### config.mk
export PLATFORM = sky130hd
export DESIGN_NAME = binary_max_heap_queue
export DESIGN_NICKNAME = d
export VERILOG_FILES = /design/src/sv/bmhq_pkg.sv /design/src/sv/bmhq_ram.sv /design/src/sv/bmhq_core.sv /design/src/sv/binary_max_heap_queue.sv
export VERILOG_INCLUDE_DIRS = /design/src /design/src/sv
export SDC_FILE = /design/constraint.sdc
export NUM_CORES = 2
export LEC_CHECK = 0
export ABC_AREA = 1
export BUFFER_PORTS_ARGS = -buffer_cell sky130_fd_sc_hd__buf_2
export CORE_MARGIN = 2
export CORE_UTILIZATION = 55
export CTS_CLUSTER_SIZE = 28
export DETAILED_ROUTE_END_ITERATION = 12
export HOLD_SLACK_MARGIN = 0.05
export MAX_ROUTING_LAYER = met4
export PLACE_DENSITY = 0.71
export SETUP_SLACK_MARGIN = 0.15
export SYNTH_ARGS = -nofsm -noshare
export SYNTH_HDL_FRONTEND = slang
export SYNTH_HIERARCHICAL = 1
export SYNTH_SLANG_ARGS = --single-unit
### constraint.sdc
create_clock -name aclk -period 6.7 [get_ports aclk]
set_input_delay 0.335 -clock aclk [delete_from_list [all_inputs] [get_ports aclk]]
set_output_delay 0.335 -clock aclk [all_outputs]
set_load 0.03 [all_outputs]
### src/sv/binary_max_heap_queue_macros.svh
// Assertion macros shared by the heap queue RTL.
`ifndef BINARY_MAX_HEAP_QUEUE_MACROS_SVH
`define BINARY_MAX_HEAP_QUEUE_MACROS_SVH

// Same-cycle implication, disabled while reset is asserted.
`define BMHQ_ASSERT_IMPL(name, clk, rst_n, ante, cons, msg) \
    name: assert property (@(posedge clk) disable iff (!rst_n) (ante) |-> (cons)) \
        else $error(msg);

// Next-cycle implication, disabled while reset is asserted.
`define BMHQ_ASSERT_NEXT(name, clk, rst_n, ante, cons, msg) \
    name: assert property (@(posedge clk) disable iff (!rst_n) (ante) |=> (cons)) \
        else $error(msg);

`endif

### src/sv/bmhq_pkg.sv
// Types, codes and constants of the binary max-heap queue.
`default_nettype none

package bmhq_pkg;

    localparam int KEY_W        = 32;
    localparam int INDEX_W      = 6;
    localparam int ENTRY_W      = 7;
    localparam int DEF_CAPACITY = 64;

    typedef enum logic [1:0] {
        OP_INSERT   = 2'd0,
        OP_EXTRACT  = 2'd1,
        OP_INCREASE = 2'd2,
        OP_DELETE   = 2'd3
    } op_t;

    typedef enum logic [2:0] {
        ST_OK      = 3'd0,
        ST_EMPTY   = 3'd1,
        ST_FULL    = 3'd2,
        ST_SMALLER = 3'd3,
        ST_BADIDX  = 3'd4
    } status_t;

    typedef enum logic [3:0] {
        S_IDLE,
        S_LAST,
        S_INC,
        S_UP,
        S_UP_CMP,
        S_DOWN,
        S_DN_L,
        S_DN_R,
        S_DONE
    } state_t;

    typedef struct packed {
        op_t                       op;
        logic signed [KEY_W-1:0]   key_value;
        logic        [INDEX_W-1:0] element_index;
    } in_t;

    typedef struct packed {
        logic signed [KEY_W-1:0]   taken_value;
        logic signed [KEY_W-1:0]   top_value;
        logic        [ENTRY_W-1:0] entries_now;
        status_t                   status;
    } out_t;

endpackage

`default_nettype wire

### src/sv/bmhq_ram.sv
// Generic simple dual-port RAM with one write port and a registered read port.
`default_nettype none

module bmhq_ram #(
    parameter int WIDTH = 32,
    parameter int DEPTH = 64
) (
    input  wire logic                     aclk,
    input  wire logic                     we,
    input  wire logic [$clog2(DEPTH)-1:0] waddr,
    input  wire logic [WIDTH-1:0]         wdata,
    input  wire logic [$clog2(DEPTH)-1:0] raddr,
    output logic      [WIDTH-1:0]         rdata
);

    logic [WIDTH-1:0] mem_reg [DEPTH];
    logic [WIDTH-1:0] rdata_reg;

    // Write port and registered read port.
    always_ff @(posedge aclk) begin
        if (we) begin
            mem_reg[waddr] <= wdata;
        end
        rdata_reg <= mem_reg[raddr];
    end

    assign rdata = rdata_reg;

endmodule

`default_nettype wire

### src/sv/bmhq_core.sv
// Heap sequencer: decodes an operation and walks the sift through the key RAM.
`default_nettype none

module bmhq_core
    import bmhq_pkg::*;
#(
    parameter int CAPACITY = DEF_CAPACITY
) (
    input  wire logic                        aclk,
    input  wire logic                        aresetn,
    input  wire logic                        in_valid,
    output logic                             in_ready,
    input  wire in_t                         in_data,
    output logic                             res_valid,
    input  wire logic                        res_ready,
    output out_t                             res_data,
    output logic                             ram_we,
    output logic [$clog2(CAPACITY)-1:0]      ram_waddr,
    output logic [KEY_W-1:0]                 ram_wdata,
    output logic [$clog2(CAPACITY)-1:0]      ram_raddr,
    input  wire logic [KEY_W-1:0]            ram_rdata
);

    localparam int IDX_W  = $clog2(CAPACITY);
    localparam int CNT_W  = $clog2(CAPACITY + 1);
    localparam int CHD_W  = IDX_W + 2;
    localparam int ICMP_W = (INDEX_W > CNT_W) ? INDEX_W : CNT_W;

    state_t                  state_reg, state_next;
    logic [CNT_W-1:0]        count_reg, count_next;
    logic signed [KEY_W-1:0] root_reg, root_next;
    logic signed [KEY_W-1:0] key_reg, key_next;
    logic [IDX_W-1:0]        hole_reg, hole_next;
    logic signed [KEY_W-1:0] best_val_reg, best_val_next;
    logic                    best_left_reg, best_left_next;
    logic signed [KEY_W-1:0] taken_reg, taken_next;
    status_t                 status_reg, status_next;
    logic                    moved_reg, moved_next;
    logic                    try_down_reg, try_down_next;

    logic [CNT_W-1:0]        cnt_dec;
    logic [CHD_W-1:0]        count_ext;
    logic [CHD_W-1:0]        left_idx;
    logic [CHD_W-1:0]        right_idx;
    logic [IDX_W-1:0]        parent_idx;
    logic [IDX_W-1:0]        in_addr;
    logic                    idx_bad;
    logic                    idx_last;
    logic signed [KEY_W-1:0] rd_key;

    // Index arithmetic of the implicit tree.
    assign cnt_dec    = count_reg - CNT_W'(1);
    assign count_ext  = CHD_W'(count_reg);
    assign left_idx   = {1'b0, hole_reg, 1'b1};
    assign right_idx  = left_idx + CHD_W'(1);
    assign parent_idx = IDX_W'((hole_reg - IDX_W'(1)) >> 1);
    assign in_addr    = in_data.element_index[IDX_W-1:0];
    assign idx_bad    = ICMP_W'(in_data.element_index) >= ICMP_W'(count_reg);
    assign idx_last   = ICMP_W'(in_data.element_index) == ICMP_W'(cnt_dec);
    assign rd_key     = $signed(ram_rdata);

    // Control state.
    always_ff @(posedge aclk) begin
        if (!aresetn) begin
            state_reg <= S_IDLE;
            count_reg <= '0;
        end else begin
            state_reg <= state_next;
            count_reg <= count_next;
        end
    end

    // Working registers of the current operation.
    always_ff @(posedge aclk) begin
        root_reg      <= root_next;
        key_reg       <= key_next;
        hole_reg      <= hole_next;
        best_val_reg  <= best_val_next;
        best_left_reg <= best_left_next;
        taken_reg     <= taken_next;
        status_reg    <= status_next;
        moved_reg     <= moved_next;
        try_down_reg  <= try_down_next;
    end

    // Next state, RAM accesses and result.
    always_comb begin
        state_next     = state_reg;
        count_next     = count_reg;
        key_next       = key_reg;
        hole_next      = hole_reg;
        best_val_next  = best_val_reg;
        best_left_next = best_left_reg;
        taken_next     = taken_reg;
        status_next    = status_reg;
        moved_next     = moved_reg;
        try_down_next  = try_down_reg;
        ram_we         = 1'b0;
        ram_waddr      = hole_reg;
        ram_wdata      = key_reg;
        ram_raddr      = '0;
        in_ready       = 1'b0;
        res_valid      = 1'b0;

        unique case (state_reg)
            S_IDLE: begin
                in_ready = 1'b1;
                if (in_valid) begin
                    taken_next  = '0;
                    status_next = ST_OK;
                    moved_next  = 1'b0;
                    key_next    = in_data.key_value;
                    unique case (in_data.op)
                        OP_INSERT: begin
                            if (count_reg == CNT_W'(CAPACITY)) begin
                                status_next = ST_FULL;
                                state_next  = S_DONE;
                            end else begin
                                hole_next     = IDX_W'(count_reg);
                                count_next    = count_reg + CNT_W'(1);
                                try_down_next = 1'b0;
                                state_next    = S_UP;
                            end
                        end
                        OP_EXTRACT: begin
                            if (count_reg == '0) begin
                                status_next = ST_EMPTY;
                                state_next  = S_DONE;
                            end else begin
                                taken_next = root_reg;
                                count_next = cnt_dec;
                                if (cnt_dec == '0) begin
                                    state_next = S_DONE;
                                end else begin
                                    ram_raddr     = IDX_W'(cnt_dec);
                                    hole_next     = '0;
                                    try_down_next = 1'b1;
                                    state_next    = S_LAST;
                                end
                            end
                        end
                        OP_INCREASE: begin
                            if (count_reg == '0) begin
                                status_next = ST_EMPTY;
                                state_next  = S_DONE;
                            end else if (idx_bad) begin
                                status_next = ST_BADIDX;
                                state_next  = S_DONE;
                            end else begin
                                ram_raddr     = in_addr;
                                hole_next     = in_addr;
                                try_down_next = 1'b0;
                                state_next    = S_INC;
                            end
                        end
                        OP_DELETE: begin
                            if (count_reg == '0) begin
                                status_next = ST_EMPTY;
                                state_next  = S_DONE;
                            end else if (idx_bad) begin
                                status_next = ST_BADIDX;
                                state_next  = S_DONE;
                            end else begin
                                count_next = cnt_dec;
                                if (idx_last) begin
                                    state_next = S_DONE;
                                end else begin
                                    ram_raddr     = IDX_W'(cnt_dec);
                                    hole_next     = in_addr;
                                    try_down_next = 1'b1;
                                    state_next    = S_LAST;
                                end
                            end
                        end
                    endcase
                end
            end

            // The last entry becomes the key that moves into the hole.
            S_LAST: begin
                key_next   = rd_key;
                state_next = S_UP;
            end

            // An increase never lowers a key.
            S_INC: begin
                if (rd_key > key_reg) begin
                    status_next = ST_SMALLER;
                    state_next  = S_DONE;
                end else begin
                    state_next = S_UP;
                end
            end

            // Fetch the parent of the hole, or settle at the root.
            S_UP: begin
                if (hole_reg == '0) begin
                    if (try_down_reg && !moved_reg) begin
                        state_next = S_DOWN;
                    end else begin
                        ram_we     = 1'b1;
                        state_next = S_DONE;
                    end
                end else begin
                    ram_raddr  = parent_idx;
                    state_next = S_UP_CMP;
                end
            end

            // A smaller parent drops into the hole and the hole climbs.
            S_UP_CMP: begin
                if (key_reg > rd_key) begin
                    ram_we     = 1'b1;
                    ram_wdata  = ram_rdata;
                    hole_next  = parent_idx;
                    moved_next = 1'b1;
                    state_next = S_UP;
                end else if (try_down_reg && !moved_reg) begin
                    state_next = S_DOWN;
                end else begin
                    ram_we     = 1'b1;
                    state_next = S_DONE;
                end
            end

            // Fetch the left child, or settle when the hole is a leaf.
            S_DOWN: begin
                if (left_idx >= count_ext) begin
                    ram_we     = 1'b1;
                    state_next = S_DONE;
                end else begin
                    ram_raddr  = left_idx[IDX_W-1:0];
                    state_next = S_DN_L;
                end
            end

            // Compare the left child; fetch the right child if there is one.
            S_DN_L: begin
                if (right_idx < count_ext) begin
                    best_left_next = rd_key > key_reg;
                    best_val_next  = (rd_key > key_reg) ? rd_key : key_reg;
                    ram_raddr      = right_idx[IDX_W-1:0];
                    state_next     = S_DN_R;
                end else if (rd_key > key_reg) begin
                    ram_we     = 1'b1;
                    ram_wdata  = ram_rdata;
                    hole_next  = left_idx[IDX_W-1:0];
                    state_next = S_DOWN;
                end else begin
                    ram_we     = 1'b1;
                    state_next = S_DONE;
                end
            end

            // The right child wins only if strictly larger than the best so far.
            S_DN_R: begin
                ram_we = 1'b1;
                if (rd_key > best_val_reg) begin
                    ram_wdata  = ram_rdata;
                    hole_next  = right_idx[IDX_W-1:0];
                    state_next = S_DOWN;
                end else if (best_left_reg) begin
                    ram_wdata  = best_val_reg;
                    hole_next  = left_idx[IDX_W-1:0];
                    state_next = S_DOWN;
                end else begin
                    state_next = S_DONE;
                end
            end

            S_DONE: begin
                res_valid = 1'b1;
                if (res_ready) begin
                    state_next = S_IDLE;
                end
            end

            default: begin
                state_next = S_IDLE;
            end
        endcase

        // Slot zero is mirrored so the maximum is known without a read.
        root_next = (ram_we && ram_waddr == '0) ? $signed(ram_wdata) : root_reg;
    end

    // Result of the finished operation.
    always_comb begin
        res_data.taken_value = taken_reg;
        res_data.top_value   = (count_reg != '0) ? root_reg : '0;
        res_data.entries_now = ENTRY_W'(count_reg);
        res_data.status      = status_reg;
    end

endmodule

`default_nettype wire

### src/sv/binary_max_heap_queue.sv
// Binary max-heap priority queue top level with its output register.
//
// The queue holds up to CAPACITY (2 to 64) signed 32-bit keys in one RAM laid
// out as an implicit binary tree, slot 0 being the maximum. Each transfer on
// the s_ channel carries one operation (insert, extract maximum, increase key
// at a slot, delete at a slot) and yields exactly one transfer on the m_
// channel with the extracted key, the new maximum, the entry count and a
// status. One operation is worked at a time. A sift costs one RAM
// read-compare step per tree level: an upward sift fetches the parent and
// compares it, a downward sift fetches the left child, then the right child,
// then moves. The result register lets the next operation start while a
// result waits on m_ready. Reads of the RAM are registered.
`default_nettype none
`include "binary_max_heap_queue_macros.svh"

module binary_max_heap_queue
    import bmhq_pkg::*;
#(
    parameter int CAPACITY = DEF_CAPACITY
) (
    input  wire logic aclk,
    input  wire logic aresetn,
    input  wire logic s_valid,
    output logic      s_ready,
    input  wire in_t  s_data,
    output logic      m_valid,
    input  wire logic m_ready,
    output out_t      m_data
);

    localparam int IDX_W = $clog2(CAPACITY);

    logic             res_valid;
    logic             res_ready;
    out_t             res_data;
    logic             ram_we;
    logic [IDX_W-1:0] ram_waddr;
    logic [KEY_W-1:0] ram_wdata;
    logic [IDX_W-1:0] ram_raddr;
    logic [KEY_W-1:0] ram_rdata;
    logic             out_valid_reg;
    out_t             out_data_reg;

    // Key store.
    bmhq_ram #(
        .WIDTH (KEY_W),
        .DEPTH (CAPACITY)
    ) u_ram (
        .aclk  (aclk),
        .we    (ram_we),
        .waddr (ram_waddr),
        .wdata (ram_wdata),
        .raddr (ram_raddr),
        .rdata (ram_rdata)
    );

    // Operation sequencer.
    bmhq_core #(
        .CAPACITY (CAPACITY)
    ) u_core (
        .aclk      (aclk),
        .aresetn   (aresetn),
        .in_valid  (s_valid),
        .in_ready  (s_ready),
        .in_data   (s_data),
        .res_valid (res_valid),
        .res_ready (res_ready),
        .res_data  (res_data),
        .ram_we    (ram_we),
        .ram_waddr (ram_waddr),
        .ram_wdata (ram_wdata),
        .ram_raddr (ram_raddr),
        .ram_rdata (ram_rdata)
    );

    // Output register: loads when empty or when its result is being taken.
    assign res_ready = !out_valid_reg || m_ready;

    always_ff @(posedge aclk) begin
        if (!aresetn) begin
            out_valid_reg <= 1'b0;
        end else if (res_valid && res_ready) begin
            out_valid_reg <= 1'b1;
        end else if (m_ready) begin
            out_valid_reg <= 1'b0;
        end
    end

    always_ff @(posedge aclk) begin
        if (res_valid && res_ready) begin
            out_data_reg <= res_data;
        end
    end

    assign m_valid = out_valid_reg;
    assign m_data  = out_data_reg;

    // Checks on the sequencer's results and the output register.
    `BMHQ_ASSERT_IMPL(a_count_bound, aclk, aresetn, res_valid,
        res_data.entries_now <= ENTRY_W'(CAPACITY), "entry count beyond capacity")
    `BMHQ_ASSERT_IMPL(a_empty_clean, aclk, aresetn, res_valid && res_data.status == ST_EMPTY,
        res_data.entries_now == '0 && res_data.taken_value == '0,
        "empty status with keys or a taken key")
    `BMHQ_ASSERT_IMPL(a_full_count, aclk, aresetn, res_valid && res_data.status == ST_FULL,
        res_data.entries_now == ENTRY_W'(CAPACITY), "full status below capacity")
    `BMHQ_ASSERT_NEXT(a_res_lands, aclk, aresetn, res_valid && res_ready,
        out_valid_reg && out_data_reg == $past(res_data),
        "result lost on the way to the output register")

endmodule

`default_nettype wire
==> qor.yml <==
wl_per_cell_um: 25.4
grtUsageTotal_pct: 31.7
nets: 8575
placeableCoreArea_um2: 174000
final_hold_viol_count: 0
p_leak_nw: 38.6
port_buffers: 119
reg2reg_from: "u_core/count_reg[0]"
syn_area_um2: 96000
grt_use_met3_pct: 7.23
maxClockFrequency_mhz: 174
cap_violations: 0
rr_endpoint: "u_ram/rdata[28]"
synth-async-reset-ratio_pct: 0
vias: 67300
layout_commonest_cell: "nand2_1"
powerDensity_nw_per_um2: 417
antenna_found_initial: 9
syn_nets: 8473
grtUsageMet1_pct: 42.0
yosysTopAreaCell: "edfxtp_1"
root_buffer: "clkbuf_16"
drc: 0
ys_seq_area_share_pct: 71.7
r2r_slack_ps: 960
first_global_vias: 62700
synth-edff-count: 2262
synth_area_leaders: "edfxtp_1 71%, nand2_1 10%, nand3_1 10%"
cts_buffers: 219
yosysTopAreaCellShare_pct: 70.8
outcome: "completed"
synthCells: 8342
ys_seq_elements: 2306
setup_viol: 0
grtUsageMet2_pct: 46.8
arrival_ps: 6530
clock_skew_ps: 44.6
vias_per_cell: 6.13
grt-ovfl-total: 0
gp_congestion: 0.959
multi_input_area_um2: 24500
first_pass_iters: 6
irDropWorstVdd_v: 0.000418
hold_class: "in -> reg"
fin_crit_sh_pct: 85.6
boundaryPins: 120
period_needed_ps: 5740
cts_hold_buf: 40
drt-initial-drc-count: 10100
layout_setup_ws_ps: 963
clock_sinks: 2306
final_antenna_net_count: 0
grt_busiest_layer: "met2"
clock_latency_ps: 880
die_w_um: 422
ff_latch_area_um2: 68800
drv_slew: 0
dpl_worst_slack_ps: 1170
grt_max_degree: 188
min-delay-start: "s_data[1]"
tritoncts: "built"
synthFlopType: "edfxtp_1"
htreeDepth: 4
num_rows: 153
largest_reg_flops: 2048
grt_pass1_wl_mm: 407
cts_resized: 0
holdPathStages: 5
synth.avg_cell_area_um2: 11.5
cp-start-kind: "flip-flop"
final_cell_mix: "2672 x nand2_1, 2262 x edfxtp_1, 1959 x nand3_1"
slew_headroom_pct: 6.96
die_h_um: 422
n_fill_cell: 13000
end_kind: "flip-flop"
ys_warn_count: 6
start_util_pct: 55.3
hpwl_mm: 160
die-area_um2: 178000
cts.clk_slew.worst_paths_ps: 70
path_max_fanout: 89
worst_slew_pin_slew_ps: 1400
rsz0062_at_grt: "false"
routed_wl_mm: 278
crit_required_ps: 7490
clk_path_buf_depth: 3
path_class: "reg -> reg"
setup_tns_ps: 0
drive_gt1_share_pct: 9.12
syn2layout_area_growth_pct: 11.9
hold_path_end: "u_core/ram_waddr[1]"
postCtsSetupRepairBufs: 0
yosysUniqueCellTypes: 47
reg2regPathDepth: 23
-- how the worst max path moves through the flow --
stage                              startpoint                    to  depth (start not counted)
after detailed placement  u_core/count_reg[0]       u_ram/rdata[28]                         23
after floorplan           u_core/ram_waddr[0]  u_ram/mem_reg[48][0]                         12
after global placement    u_core/count_reg[0]       u_ram/rdata[31]                         23
after global routing      u_core/count_reg[0]       u_ram/rdata[31]                         23
after CTS                 u_core/count_reg[0]       u_ram/rdata[28]                         23
final                     u_core/count_reg[0]       u_ram/rdata[28]                         23
-- stage by stage --
stage | power (mW) | utilization [%] | hold WS [ps] | instances | area [um2]
after floorplan | 27.1 | - | 400 | 8342 | 96000
after global placement | 32.2 | 57.5 | 401 | 10500 | 99900
after detailed placement | 32.4 | 57.5 | 405 | 10500 | 99900
after CTS | 44.6 | 61.8 | 90.5 | 11000 | 107000
after global routing | 46.4 | 61.8 | 125 | 11000 | 107000
final | 44.8 | 61.8 | 138 | 11000 | 107000
-- cell usage after synthesis (50+ instances only) --
| cell | number |
|---|---|
| buf_4 | 50 |
| buf_2 | 252 |
| ha_1 | 87 |
| a21oi_1 | 55 |
| edfxtp_1 | 2262 |
| clkbuf_1 | 110 |
| nand2_1 | 2673 |
| nor2_1 | 275 |
| inv_1 | 236 |
| buf_1 | 62 |
| nand3_1 | 1959 |
| o21ai_0 | 90 |
-- routing by layer --
layer,up-vias,share of wire (%)
met5,-,0
met4,0,5.3
met3,654,13
met2,4543,45
met1,32600,37
li1,29500,-
-- cell type report --
type | count | area share, %
inverters | 247 | 0.897
multi-input cells | 5293 | 22.8
clock inverters | 144 | 1.25
clock buffers | 269 | 5.34
repair buffers | 377 | 2.86
diodes | 8 | 0.0186
flip-flops and latches | 2306 | 64.1
well taps | 2325 | 2.71
-- where the power goes --
part	leakage [nW]	internal, mW	switching [mW]	total [mW]
combinational	14.4	3.02	10.2	13.2
sequential	20.8	18.7	0.634	19.3
clock	3.45	6.89	5.35	12.2
total	38.6	28.6	16.2	44.8
-- critical path, stage by stage, from the launching register on --
cell	delay [ps]
dfxtp_1	420
inv_1	210
ha_1	240
nand4_1	210
inv_1	130
nand2_1	130
inv_2	590
nor3_1	130
nand2_1	140
and2_2	190
o22ai_1	80
nand2_1	100
o211ai_1	150
buf_12	290
inv_16	310
buf_4	800
nand2_1	120
nand3_1	120
nand3_1	120
nand3_1	170
nand3_1	90
nand2_1	110
nand2_1	320
nand2_1	160
-- cells by family after synthesis --
kind of cell    share of synthesized area (%)
xor+xnor                                0.137
buf+inv                                  3.59
fa+ha+maj                                1.13
simple gates                             22.2
flops                                    71.7
compound gates                           1.25
No activity file was read; power rests on OpenSTA's default activity.
